$ cat config.mk
export PLATFORM = sky130hd
export DESIGN_NAME = hbp_ram
export DESIGN_NICKNAME = d
export VERILOG_FILES = /design/src/design/hbp_ram.sv
export SDC_FILE = /design/constraint.sdc
export NUM_CORES = 2
export LEC_CHECK = 0
export ABC_AREA = 1
export BUFFER_PORTS_ARGS = -buffer_cell sky130_fd_sc_hd__buf_2
export CAP_MARGIN = 10
export CORE_MARGIN = 2
export CORE_UTILIZATION = 45
export DETAILED_ROUTE_END_ITERATION = 10
export PLACE_DENSITY_LB_ADDON = 0.1
export RECOVER_POWER = 25
export SLEW_MARGIN = 20
export SYNTH_ARGS = -nofsm -noshare
export SYNTH_HDL_FRONTEND = slang
export SYNTH_SLANG_ARGS = --single-unit
$ cat constraint.sdc
create_clock -name aclk -period 3.7 [get_ports aclk]
set_clock_uncertainty 0.2 [all_clocks]
set_input_delay 0.185 -clock aclk [delete_from_list [all_inputs] [get_ports aclk]]
set_output_delay 0.185 -clock aclk [all_outputs]
set_load 0.01 [all_outputs]
$ cat src/design/hbp_ram.sv
// Generic single-port-write, single-port-read RAM with registered read data.
module hbp_ram #(
    parameter int WIDTH = 8,
    parameter int DEPTH = 256
) (
    input  logic                     aclk,
    input  logic                     we,
    input  logic [$clog2(DEPTH)-1:0] waddr,
    input  logic [WIDTH-1:0]         wdata,
    input  logic                     re,
    input  logic [$clog2(DEPTH)-1:0] raddr,
    output logic [WIDTH-1:0]         rdata
);

    logic [WIDTH-1:0] mem [DEPTH];
    logic [WIDTH-1:0] rdata_reg;

    always_ff @(posedge aclk) begin
        if (we) begin
            mem[waddr] <= wdata;
        end
        if (re) begin
            rdata_reg <= mem[raddr];
        end
    end

    assign rdata = rdata_reg;

endmodule

==> reports/summary.txt <==
Via count: 54,800
Slew @ Worst Pin: 3.01 ns
Starting Density: 0.452
Vias in the first global route: 52,800
Final hold violations: 0
Global-route wire length before repair: 363,000 µm
Core box area: 185,000 µm²
Highest clock rate: 0.323 GHz
Worst EP required: 4.12 ns
Placed instance count: 9,388
Synth cell types: 13
Die Area: 189,000 µm²
TritonCTS clock tree: built
Drt drc: 0
Chip height: 435 µm
Worst-Skew Late Latency: 0.85 ns
Max Slew Vio Count: 770
Final setup fails: 0
Post-route clock period utilization: 0.837
CTS Buffer Depth: 3
CTS resizes: 0
Cell Area, Synth: 83,500 µm²
Syn Nets: 7,030
Leakage power: 0.0330 µW
Most frequent cell after synthesis: nand2_1
Mapped Cells: 7,003
Clk root buf: clkbuf_16
Largest net degree at the start of global routing: 121
YS warnings: 0
DR iter-0 viols: 5,880
Max reg flops: 2,048
Synth-to-Final Area Change: 13.0%
Post-synthesis register bit count: 2,056
Pwr Density: 516 nW/µm²
RSZ-0062 raised after global routing: no
Syn Area/Cell: 11.9 µm²
Die width: 435 µm
Final WL: 247,000 µm
H-tree depth: 4
Max Cap Violations: 9
Total grt overflow: 0
FILL cells: 16,200
WP data arrival: 3.52 ns
Area leader, netlist: edfxtp_1
Initial antenna violation count: 12
Peak VDD IR: 0.000415 V
Sequential area share after synthesis: 0.740
Max-slew headroom: -1.01
Status: finished with violations
Worst min path class: primary input to flop
Critical Path Start Type: primary input
DR vias/cell: 5.59
Area share of the largest cell type after synthesis: 0.740
CTS sink cnt: 2,056
Fin nets: 7,171
Router iterations before antenna repair: 8
# port buffers: 34
Setup CP Type: primary input to flop
Crit-path max FO: 107
GRT Overall Usage: 0.258
Failing checks: max-capacitance violations, max-slew violations
Clk pin slew, worst setup/hold paths: 0.06 ns
Ports: 35
Top FF cell, synth: edfxtp_1
Post-synth ARST share: 0
Detail Route Antenna Nets: 0
Row count: 158
Synth top area cells: edfxtp_1, nand3_1, nand2_1
FF/Latch Area: 61,700 µm²
Most common library cells after synthesis: nand2_1, edfxtp_1, nand3_1
Post-synth EDFFs: 2,056
Multi-input gate area: 19,200 µm²
Worst slack, placed: 0.249 ns
WL per Instance: 25.2 µm
CP Capture Type: flop
Fin cells: 9,801
CTS Buf Count: 212
Layout cells sized above 1: 0.0920
Minimum clock period: 3.10 ns
Setup_tns: 0 ns
Gpl congestion: 0.836
Setup ws final: 0.602 ns
Dpl hpwl: 143,000 µm
-- cell families (layout without fill, tap and decap cells) --
kind of cell,after synthesis,count (layout),share of synthesized area
buf+inv,522,834,0.0312
flops,2056,2056,0.740
other cells,0,6,0
simple gates,4425,4425,0.229
-- stage by stage --
stage               hold WS [ns]  total power (µW)  instance area [µm²]   util
floorplan                 0.0839             27800                83500      -
global placement           0.460             29300                87900  0.475
detailed placement         0.470             29300                87900  0.475
CTS                      0.00184             49100                94400  0.511
global route              0.0547             50200                94300  0.510
finish                    0.0543             48700                94300  0.510
-- path summary, 6_finish.rpt --
path              slack, ns         from  cells after the start           to
setup / recovery       0.60     wdata[1]                      3  mem[122][1]
hold / removal         0.05     waddr[0]                      5  mem[203][4]
setup reg to reg       1.15  mem[126][6]                     11     rdata[6]
hold reg to reg        0.87   mem[74][1]                     10     rdata[1]
-- report_power, final --
part / total, µW / leakage [µW] / internal [µW] / switching, µW
Clock: 19900 / 0.00310 / 11000 / 8890
Combinational: 3070 / 0.0114 / 749 / 2320
Sequential: 25700 / 0.0185 / 25700 / 35.8
Total: 48700 / 0.0330 / 37500 / 11200
-- cell usage in the layout, fill, tap and decap left out, drive strengths merged --
master	synthesis	routed
clkinvlp	0	2
clkinv	0	96
edfxtp	2056	2056
nor2	283	283
clkbuf	112	284
nand2	2123	2123
buf	371	374
bufinv	0	7
diode	0	6
inv	39	49
nand3	2019	2019
dlygate4sd3	0	22
-- layout make-up --
| class | instances | share of cell area |
|---|---|---|
| sequential | 2056 | 0.655 |
| multi-input combinational | 4425 | 0.203 |
| tap | 2480 | 0.0329 |
| antenna | 6 | 0.000159 |
| inverter | 39 | 0.00191 |
| timing repair buffer | 410 | 0.0398 |
| clock buffer | 270 | 0.0586 |
| clock inverter | 115 | 0.00885 |
-- critical path, cell delays in order --
cell,delay (ns)
dlygate4sd3_1,0.53
clkbuf_2,2.03
buf_4,0.59
-- what timing repair did --
| action | CTS | global route |
|---|---|---|
| buffers inserted | 0 | 0 |
| hold buffers | 22 | 0 |
| endpoints found under the hold margin | 1610 | 0 |
-- layer usage --
| metal | up-vias | global-route usage | routed length, µm |
|---|---|---|---|
| met1 | 27400 | 0.366 | 107000 |
| met2 | 1856 | 0.410 | 116000 |
| met5 | - | 0 | 0 |
| met4 | 0 | 0.0822 | 7810 |
| li1 | 25200 | - | - |
| met3 | 359 | 0.0380 | 15800 |
(Power assumes the default switching activity.)
